`src/hw/rtl/pls_pkg.sv`:
```
// pls_pkg: shared types and constants for the positional list store.
// Request and status codes, cell command struct and control state type.
// No dependencies.
package pls_pkg;

  // Default list capacity
  localparam int unsigned DEPTH_DEF = 16;

  // Fixed payload widths
  localparam int unsigned REQ_W    = 3;
  localparam int unsigned POS_W    = 8;
  localparam int unsigned VAL_W    = 32;
  localparam int unsigned STATUS_W = 2;
  localparam int unsigned COUNT_W  = 5;

  // Request codes
  typedef enum logic [REQ_W-1:0] {
    REQ_INS_FIRST = 3'd0,
    REQ_INS_LAST  = 3'd1,
    REQ_DEL_FIRST = 3'd2,
    REQ_DEL_LAST  = 3'd3,
    REQ_INS_AT    = 3'd4,
    REQ_DEL_AT    = 3'd5,
    REQ_REVERSE   = 3'd6,
    REQ_DUMP      = 3'd7
  } req_e;

  // Result status codes
  typedef enum logic [STATUS_W-1:0] {
    STAT_OK     = 2'd0,
    STAT_EMPTY  = 2'd1,
    STAT_FULL   = 2'd2,
    STAT_BADPOS = 2'd3
  } status_e;

  // What every cell does in a cycle
  typedef enum logic [1:0] {
    OP_HOLD = 2'd0,
    OP_INS  = 2'd1,
    OP_DEL  = 2'd2
  } cell_op_e;

  // Broadcast to the row of cells
  typedef struct packed {
    cell_op_e          op;
    logic [VAL_W-1:0]  value;
  } cell_cmd_t;

  // Control sequencer state
  typedef enum logic {
    ST_IDLE = 1'b0,
    ST_DUMP = 1'b1
  } state_e;

endpackage

```
`src/hw/rtl/pls_cell.sv`:
```
// pls_cell: one storage cell of the list row.
// Holds one entry; takes its left or right neighbour's entry or a new value.
// Depends on pls_pkg.
module pls_cell #(
  parameter int unsigned IDX   = 0,
  parameter int unsigned IDX_W = 4
) (
  input  logic                      clk_i,
  input  pls_pkg::cell_cmd_t        cmd_i,
  input  logic [IDX_W-1:0]          slot_i,
  input  logic [pls_pkg::VAL_W-1:0] left_i,
  input  logic [pls_pkg::VAL_W-1:0] right_i,
  output logic [pls_pkg::VAL_W-1:0] value_o
);

  logic [pls_pkg::VAL_W-1:0] value_q;
  logic [pls_pkg::VAL_W-1:0] value_d;
  logic                      at_slot;
  logic                      above_slot;

  assign at_slot    = (slot_i == IDX_W'(IDX));
  assign above_slot = (IDX_W'(IDX) > slot_i);

  // Insert opens a gap at the slot, delete closes it
  always_comb begin
    value_d = value_q;
    unique case (cmd_i.op)
      pls_pkg::OP_INS: begin
        if (at_slot) begin
          value_d = cmd_i.value;
        end else if (above_slot) begin
          value_d = left_i;
        end
      end
      pls_pkg::OP_DEL: begin
        if (at_slot || above_slot) begin
          value_d = right_i;
        end
      end
      default: value_d = value_q;
    endcase
  end

  // Entry storage, undefined until written
  always_ff @(posedge clk_i) begin
    value_q <= value_d;
  end

  assign value_o = value_q;

endmodule

```
`src/hw/rtl/positional_list_store.sv`:
```
// positional_list_store: bounded ordered list held in a row of shifting cells.
// Every request other than dump gives one result, in the cycle after it is accepted.
// Dump with N entries, N above zero, gives N results, one per cycle unless the output stalls.
// Reverse flips an orientation flag; no entry moves.
// Reset clears the entry count, orientation and output valid; entries are not cleared.
// Depends on pls_pkg and pls_cell.
module positional_list_store #(
  parameter int unsigned DEPTH = pls_pkg::DEPTH_DEF
) (
  input  logic                          clk_i,
  input  logic                          rst_ni,
  input  logic                          in_valid_i,
  output logic                          in_stall_o,
  input  logic [pls_pkg::REQ_W-1:0]     req_type_i,
  input  logic [pls_pkg::POS_W-1:0]     position_i,
  input  logic signed [pls_pkg::VAL_W-1:0] value_i,
  output logic                          out_valid_o,
  input  logic                          out_stall_i,
  output logic [pls_pkg::STATUS_W-1:0]  status_o,
  output logic signed [pls_pkg::VAL_W-1:0] value_out_o,
  output logic [pls_pkg::COUNT_W-1:0]   count_o,
  output logic                          last_o
);

  localparam int unsigned IDX_W = (DEPTH > 1) ? $clog2(DEPTH) : 1;
  localparam int unsigned CNT_W = $clog2(DEPTH + 1);
  localparam int unsigned EXT_W =
    ((pls_pkg::POS_W > CNT_W) ? pls_pkg::POS_W : CNT_W) + 1;

  // Control state
  pls_pkg::state_e       state_q, state_d;
  logic [CNT_W-1:0]      count_q, count_d;
  logic                  rev_q, rev_d;
  logic [CNT_W-1:0]      dump_k_q, dump_k_d;

  // Output register
  logic                          out_valid_q, out_valid_d;
  logic [pls_pkg::STATUS_W-1:0]  out_status_q, out_status_d;
  logic [pls_pkg::VAL_W-1:0]     out_value_q, out_value_d;
  logic [pls_pkg::COUNT_W-1:0]   out_count_q, out_count_d;
  logic                          out_last_q, out_last_d;

  // Decode
  pls_pkg::req_e         req;
  pls_pkg::status_e      dec_status;
  pls_pkg::cell_op_e     dec_op;
  logic                  dec_dump;
  logic                  dec_rev;
  logic [EXT_W-1:0]      cnt_x, pos_x, slot_l, slot_p;
  logic                  full, empty;

  logic                  out_free;
  logic                  in_xfer;
  logic                  dump_last;
  logic [CNT_W-1:0]      dump_phys;

  pls_pkg::cell_cmd_t    cmd;
  logic [IDX_W-1:0]      cell_slot;
  logic [pls_pkg::VAL_W-1:0] cell_val [DEPTH];

  assign req   = pls_pkg::req_e'(req_type_i);
  assign cnt_x = EXT_W'(count_q);
  assign pos_x = EXT_W'(position_i);
  assign full  = (count_q == CNT_W'(DEPTH));
  assign empty = (count_q == '0);

  assign out_free   = !out_valid_q || !out_stall_i;
  assign in_stall_o = (state_q != pls_pkg::ST_IDLE) || !out_free;
  assign in_xfer    = in_valid_i && !in_stall_o;

  // Request decode: status, logical slot, cell operation
  always_comb begin
    dec_status = pls_pkg::STAT_OK;
    dec_op     = pls_pkg::OP_HOLD;
    dec_dump   = 1'b0;
    dec_rev    = 1'b0;
    slot_l     = '0;
    unique case (req)
      pls_pkg::REQ_INS_FIRST: begin
        dec_op = pls_pkg::OP_INS;
        slot_l = '0;
        if (full) dec_status = pls_pkg::STAT_FULL;
      end
      pls_pkg::REQ_INS_LAST: begin
        dec_op = pls_pkg::OP_INS;
        slot_l = cnt_x;
        if (full) dec_status = pls_pkg::STAT_FULL;
      end
      pls_pkg::REQ_INS_AT: begin
        dec_op = pls_pkg::OP_INS;
        slot_l = ((pos_x - 1'b1) > cnt_x) ? cnt_x : (pos_x - 1'b1);
        if (position_i == '0) begin
          dec_status = pls_pkg::STAT_BADPOS;
        end else if (full) begin
          dec_status = pls_pkg::STAT_FULL;
        end
      end
      pls_pkg::REQ_DEL_FIRST: begin
        dec_op = pls_pkg::OP_DEL;
        slot_l = '0;
        if (empty) dec_status = pls_pkg::STAT_EMPTY;
      end
      pls_pkg::REQ_DEL_LAST: begin
        dec_op = pls_pkg::OP_DEL;
        slot_l = cnt_x - 1'b1;
        if (empty) dec_status = pls_pkg::STAT_EMPTY;
      end
      pls_pkg::REQ_DEL_AT: begin
        dec_op = pls_pkg::OP_DEL;
        slot_l = ((pos_x - 1'b1) >= cnt_x) ? (cnt_x - 1'b1) : (pos_x - 1'b1);
        if (empty) begin
          dec_status = pls_pkg::STAT_EMPTY;
        end else if (position_i == '0) begin
          dec_status = pls_pkg::STAT_BADPOS;
        end
      end
      pls_pkg::REQ_REVERSE: begin
        dec_rev = 1'b1;
      end
      pls_pkg::REQ_DUMP: begin
        if (empty) begin
          dec_status = pls_pkg::STAT_EMPTY;
        end else begin
          dec_dump = 1'b1;
        end
      end
      default: dec_op = pls_pkg::OP_HOLD;
    endcase
    if (dec_status != pls_pkg::STAT_OK) dec_op = pls_pkg::OP_HOLD;
  end

  // Logical slot to physical cell, honouring orientation
  always_comb begin
    slot_p = slot_l;
    if (rev_q) begin
      if (dec_op == pls_pkg::OP_INS) begin
        slot_p = cnt_x - slot_l;
      end else begin
        slot_p = cnt_x - 1'b1 - slot_l;
      end
    end
  end

  assign cell_slot = slot_p[IDX_W-1:0];

  // Dump read index and end detect
  assign dump_phys = rev_q ? (count_q - 1'b1 - dump_k_q) : dump_k_q;
  assign dump_last = (dump_k_q == (count_q - 1'b1));

  // Next state
  always_comb begin
    state_d = state_q;
    unique case (state_q)
      pls_pkg::ST_IDLE: begin
        if (in_xfer && dec_dump) state_d = pls_pkg::ST_DUMP;
      end
      pls_pkg::ST_DUMP: begin
        if (out_free && dump_last) state_d = pls_pkg::ST_IDLE;
      end
      default: state_d = pls_pkg::ST_IDLE;
    endcase
  end

  // Outputs: cell command, count, orientation, result register
  always_comb begin
    cmd.op       = pls_pkg::OP_HOLD;
    cmd.value    = value_i;
    count_d      = count_q;
    rev_d        = rev_q;
    dump_k_d     = dump_k_q;
    out_valid_d  = out_valid_q && out_stall_i;
    out_status_d = out_status_q;
    out_value_d  = out_value_q;
    out_count_d  = out_count_q;
    out_last_d   = out_last_q;
    unique case (state_q)
      pls_pkg::ST_IDLE: begin
        if (in_xfer) begin
          cmd.op = dec_op;
          if (dec_op == pls_pkg::OP_INS) count_d = count_q + 1'b1;
          if (dec_op == pls_pkg::OP_DEL) count_d = count_q - 1'b1;
          if (dec_rev) rev_d = !rev_q;
          if (dec_dump) begin
            dump_k_d = '0;
          end else begin
            out_valid_d  = 1'b1;
            out_status_d = dec_status;
            out_value_d  = '0;
            out_count_d  = pls_pkg::COUNT_W'(count_d);
            out_last_d   = 1'b1;
          end
        end
      end
      pls_pkg::ST_DUMP: begin
        if (out_free) begin
          out_valid_d  = 1'b1;
          out_status_d = pls_pkg::STAT_OK;
          out_value_d  = cell_val[dump_phys[IDX_W-1:0]];
          out_count_d  = pls_pkg::COUNT_W'(count_q);
          out_last_d   = dump_last;
          dump_k_d     = dump_k_q + 1'b1;
        end
      end
      default: cmd.op = pls_pkg::OP_HOLD;
    endcase
  end

  // Row of cells, each wired to its neighbours
  for (genvar g = 0; g < DEPTH; g++) begin : g_cell
    logic [pls_pkg::VAL_W-1:0] left_w, right_w;
    if (g == 0) begin : g_first
      assign left_w = '0;
    end else begin : g_inner_l
      assign left_w = cell_val[g-1];
    end
    if (g == DEPTH - 1) begin : g_last
      assign right_w = '0;
    end else begin : g_inner_r
      assign right_w = cell_val[g+1];
    end
    pls_cell #(
      .IDX   (g),
      .IDX_W (IDX_W)
    ) u_cell (
      .clk_i   (clk_i),
      .cmd_i   (cmd),
      .slot_i  (cell_slot),
      .left_i  (left_w),
      .right_i (right_w),
      .value_o (cell_val[g])
    );
  end

  // Control registers
  always_ff @(posedge clk_i or negedge rst_ni) begin
    if (!rst_ni) begin
      state_q     <= pls_pkg::ST_IDLE;
      count_q     <= '0;
      rev_q       <= 1'b0;
      dump_k_q    <= '0;
      out_valid_q <= 1'b0;
    end else begin
      state_q     <= state_d;
      count_q     <= count_d;
      rev_q       <= rev_d;
      dump_k_q    <= dump_k_d;
      out_valid_q <= out_valid_d;
    end
  end

  // Result payload
  always_ff @(posedge clk_i) begin
    out_status_q <= out_status_d;
    out_value_q  <= out_value_d;
    out_count_q  <= out_count_d;
    out_last_q   <= out_last_d;
  end

  assign out_valid_o = out_valid_q;
  assign status_o    = out_status_q;
  assign value_out_o = out_value_q;
  assign count_o     = out_count_q;
  assign last_o      = out_last_q;

  // Entry count never exceeds capacity
  assert property (@(posedge clk_i) disable iff (!rst_ni)
    count_q <= CNT_W'(DEPTH))
    else $error("entry count above capacity");

  // Count only moves on an accepted request
  assert property (@(posedge clk_i) disable iff (!rst_ni)
    (count_q != $past(count_q)) |-> $past(in_xfer))
    else $error("entry count changed without a request");

  // A non-final result only comes from a dump, with status ok
  assert property (@(posedge clk_i) disable iff (!rst_ni)
    (out_valid_q && !out_last_q) |-> (out_status_q == pls_pkg::STAT_OK))
    else $error("non-final result with bad status");

  // Dump index stays inside the list
  assert property (@(posedge clk_i) disable iff (!rst_ni)
    (state_q == pls_pkg::ST_DUMP) |-> (dump_k_q < count_q))
    else $error("dump index past the end");

endmodule
```
`config.mk`:
```
export PLATFORM = sky130hd
export DESIGN_NAME = positional_list_store
export DESIGN_NICKNAME = d
export VERILOG_FILES = /design/src/hw/rtl/pls_pkg.sv /design/src/hw/rtl/pls_cell.sv /design/src/hw/rtl/positional_list_store.sv
export SDC_FILE = /design/constraint.sdc
export NUM_CORES = 2
export LEC_CHECK = 0
export BUFFER_PORTS_ARGS = -buffer_cell sky130_fd_sc_hd__buf_2
export CORE_MARGIN = 2
export CORE_UTILIZATION = 40
export CTS_BUF_LIST = sky130_fd_sc_hd__clkbuf_4
export CTS_CLUSTER_DIAMETER = 150
export DETAILED_ROUTE_END_ITERATION = 10
export GPL_ROUTABILITY_DRIVEN = 0
export GPL_TIMING_DRIVEN = 0
export PLACE_DENSITY = 0.61
export SYNTH_ARGS = -nofsm -noshare
export SYNTH_HDL_FRONTEND = slang
export SYNTH_SLANG_ARGS = --single-unit
```
`constraint.sdc`:
```
create_clock -name clk_i -period 15 [get_ports clk_i]
set_input_delay 3 -clock clk_i [delete_from_list [all_inputs] [get_ports clk_i]]
set_output_delay 3 -clock clk_i [all_outputs]
set_load 0.1 [all_outputs]
```
==> metrics.md <==
| Metric | Value |
|---|---|
| Status | `finished, violations left` |
| Failing checks | `max-capacitance violations, max-slew violations` |
| Crit start category | `primary input` |
| CP arrival | `10.23 ns` |
| Fin. Hold Viols | `0` |
| Layout cells sized above 1 | `0.153` |
| Post-CTS Setup Repair Bufs | `0` |
| Initial DRT Pass Iterations | `9` |
| Synth unique cells | `73` |
| Syn_area_per_cell | `10.0 um^2` |
| Slew margin rel. | `-0.147` |
| CTS root buffer | `clkbuf_4` |
| Core ar. | `86500 um^2` |
| Layout area overhead | `13.0%` |
| P per Cell Area | `200 nW/um^2` |
| Reg2Reg Setup Slack | `7.27 ns` |
| Worst r2r src | `count_q[2]` |
| Crit path buffers/inverters | `5` |
| Final nets | `3802` |
| Final ANT Viol Nets | `0` |
| Clock Latency Late Sink | `1.08 ns` |
| Number of synthesized flops with an enable pin | `552` |
| Post-DP HPWL | `106000 um` |
| Worst min-delay path class | `reg -> reg` |
| Slew Viols, Final | `11` |
| Die Y-Extent | `299 um` |
| GR Overflow Total | `0` |
| Die Span X | `299 um` |
| Max cap viols | `1` |
| Via-to-Cell Ratio | `6.44` |
| Fin util | `0.455` |
| Vias in the first global route | `31000` |
| Reg2reg end | `g_cell[8].u_cell.value_o[15]` |
| Worst Path Max Fanout | `17` |
| Final wirelength | `152000 um` |
| Ys flop type | `edfxtp_1` |
| CTS tree | `done` |
| Final Setup Violations | `0` |
| Reg2reg path depth | `20` |
| Worst VDD drop | `0.190 mV` |
| Leak | `0.0137 uW` |
| RSZ-0062 raised after global routing | `no` |
| Rows | `108` |
| Setup TNS | `0 ns` |
| Hold depth | `2` |
| Crit share post-route | `0.634` |
| CP top delay family | `compound AO/OA/AOI/OAI gates` |
| CP Capture Type | `register` |
| Clk pin slew, worst setup/hold paths | `0.07 ns` |
| Cts repair resizes | `0` |
| CP peak stage delay | `0.85 ns` |
| CTS Buf Count | `166` |
| Setup CP Type | `in -> reg` |
| Cells along the critical path | `buf_2 > or3_4 > xnor2_1 > ha_1 > a21o_1 > a21oi_1 > a32oi_1 > o311a_1 > nor3_1 > nand2_1 > ha_1 > inv_1 > fa_1 > a32oi_1 > nand2_1 > nor2_1 > clkbuf_1 > clkbuf_1 > nand2_1 > a21oi_4 > buf_12` |
| Setup Skew | `0.0760 ns` |
| Wire length per cell | `30.2 um` |
| I/O Buffers | `87` |
| Register area share after synthesis | `0.486` |
| Critical Path Slowest Stage Cell | `clkbuf_1` |
| Total number of vias | `32400` |
| Clk buf depth | `3` |
| First-pass GRT wire length | `214000 um` |
| Total GRT Usage | `0.332` |
| Most frequent CP cell | `nand2_1` |
| Synth warn | `0` |
| Hold path endpoint | `g_cell[14].u_cell.value_o[10]` |
| # DRC | `0` |
| Cts-stage hold buffer count | `0` |
| Initial antenna violation count | `5` |
| #FFs+latches synth | `565` |
| Clk sinks | `565` |
| Num ports | `89` |
| Post-layout min period | `9.50 ns` |
| Post-synthesis instance area | `34800 um^2` |
| Worst Tran Pin Value | `1.71 ns` |
| H-tree levels | `4` |
| Critical Path RT | `15.72 ns` |
| Synth Instances | `3463` |
| Syn_nets | `3530` |
| Pin count of the biggest net entering global routing | `27` |
| Die ar. | `89300 um^2` |
| Detailed Route Iter0 Violations | `5604` |
| Ys async rst share | `0.0230` |
| Hold_sp | `g_cell[15].u_cell.value_o[10]` |
| Fmax | `0.105 GHz` |
| Starting Density | `0.402` |
## power by group
part,switching (uW),leakage (uW),internal [uW]
Sequential,69.2,0.00514,2020
Combinational,2950,0.00732,1300
Clock,763,0.00122,762
Total,3790,0.0137,4090
## cell usage after synthesis (4+ instances only)
library cell  number  share of area
a211oi_1           4        0.00086
a211oi_2           6         0.0022
a21o_1             4        0.00086
a21oi_1          665          0.096
a22oi_1           33         0.0071
a31oi_1           70          0.013
and3_1             5        0.00090
buf_1             37         0.0040
buf_2             49         0.0070
buf_4              5         0.0011
clkbuf_1         228          0.025
dfrtp_1           13         0.0094
edfxtp_1         552           0.48
ha_1              18         0.0065
inv_1             20         0.0022
mux2i_1          129          0.037
mux4_2           128          0.083
nand2_1          575          0.062
nand2b_1          66          0.012
nand3_1           38         0.0055
nand4_1            9         0.0016
nor2_1            65         0.0070
nor2b_1          388          0.070
nor3_1            12         0.0017
nor4_2             5         0.0018
o211a_1           33         0.0095
o211ai_1           6         0.0013
o21ai_0          100          0.014
o21ai_1          105          0.015
o31ai_1            4        0.00086
xnor2_1           25         0.0063
xor2_1             5         0.0013
## flip-flops by register name, summed over array words and instances (netlist names)
signal and flops:
count_o 5, count_q 5, dump_k_q 5, g_cell.u_cell.value_o 512, last_o 1, out_valid_o 1, rev_q 1, state_q 1
status_o 2, value_out_o 32
## cell usage in the layout, fill, tap and decap left out, types with 100 or more instances in the layout
| cell | n |
|---|---|
| a21oi_1 | 653 |
| nand2_1 | 575 |
| edfxtp_1 | 552 |
| nor2b_1 | 388 |
| clkbuf_4 | 245 |
| clkbuf_1 | 228 |
| buf_2 | 136 |
| mux2i_1 | 129 |
| mux4_2 | 128 |
| o21ai_1 | 105 |
| o21ai_0 | 100 |
## per-stage QoR
stage	hold WS [ns]	instances	total power [uW]	worst slack [ns]	area, um^2
floorplan	0.520	3463	4790	5.81	34800
global placement	0.545	4705	6140	2.15	36700
detailed placement	0.555	4722	6200	4.73	37200
CTS	0.547	5014	7720	5.81	39300
global route	0.606	5020	8090	5.29	39300
finish	0.560	5027	7870	5.50	39300
## how the worst max path moves through the flow
stage	startpoint	to	slack, ns	cells past startpoint
2_1_floorplan	position_i[2]	g_cell[12].u_cell.value_o[0]	5.81	19
3_3_place_gp	position_i[2]	g_cell[8].u_cell.value_o[14]	2.15	20
3_5_place_dp	position_i[2]	g_cell[8].u_cell.value_o[14]	4.73	21
4_1_cts	position_i[2]	g_cell[8].u_cell.value_o[30]	5.81	21
5_1_grt	position_i[2]	g_cell[8].u_cell.value_o[15]	5.29	21
6_report	position_i[2]	g_cell[8].u_cell.value_o[15]	5.50	21
## worst reg2reg max path, delay by kind of cell (launching register included)
family	cells	cell delay, ns
simple gates	5	1.25
buf+inv	6	2.63
compound gates	6	2.23
fa+ha+maj	3	0.96
flops	1	0.32
## area by class of cell
type | instances | area (um^2)
antenna | 13 | 32.5
buffer | 322 | 1310
clock buffer | 245 | 1840
clock inverter | 47 | 234
fill | 8406 | 47200
inverter | 22 | 82.6
multi-input combinational | 2554 | 16700
sequential | 565 | 16900
tap | 1155 | 1450
timing repair buffer | 104 | 798
## routing by layer
layer	share of wire	wire length, um	vias to the layer above	track usage
li1	-	-	13300	-
met1	0.37	56500	15700	0.432
met2	0.42	63300	2836	0.476
met3	0.15	22200	598	0.122
met4	0.063	9510	2	0.185
met5	0.000086	13	-	0
## cell families (layout without fill, tap and decap cells)
group	after synthesis	after routing	share of synthesized area
AOI/OAI and AO/OA	1064	1064	0.172
xor gates and xnor gates	30	30	0.00755
adders and majority gates	20	20	0.00763
buffers and inverters	344	740	0.0401
DFF	565	565	0.486
muxes	258	258	0.120
other	0	13	0
and+or+nand+nor	1182	1182	0.167
Note: power is estimated with default switching activity, not from simulation.
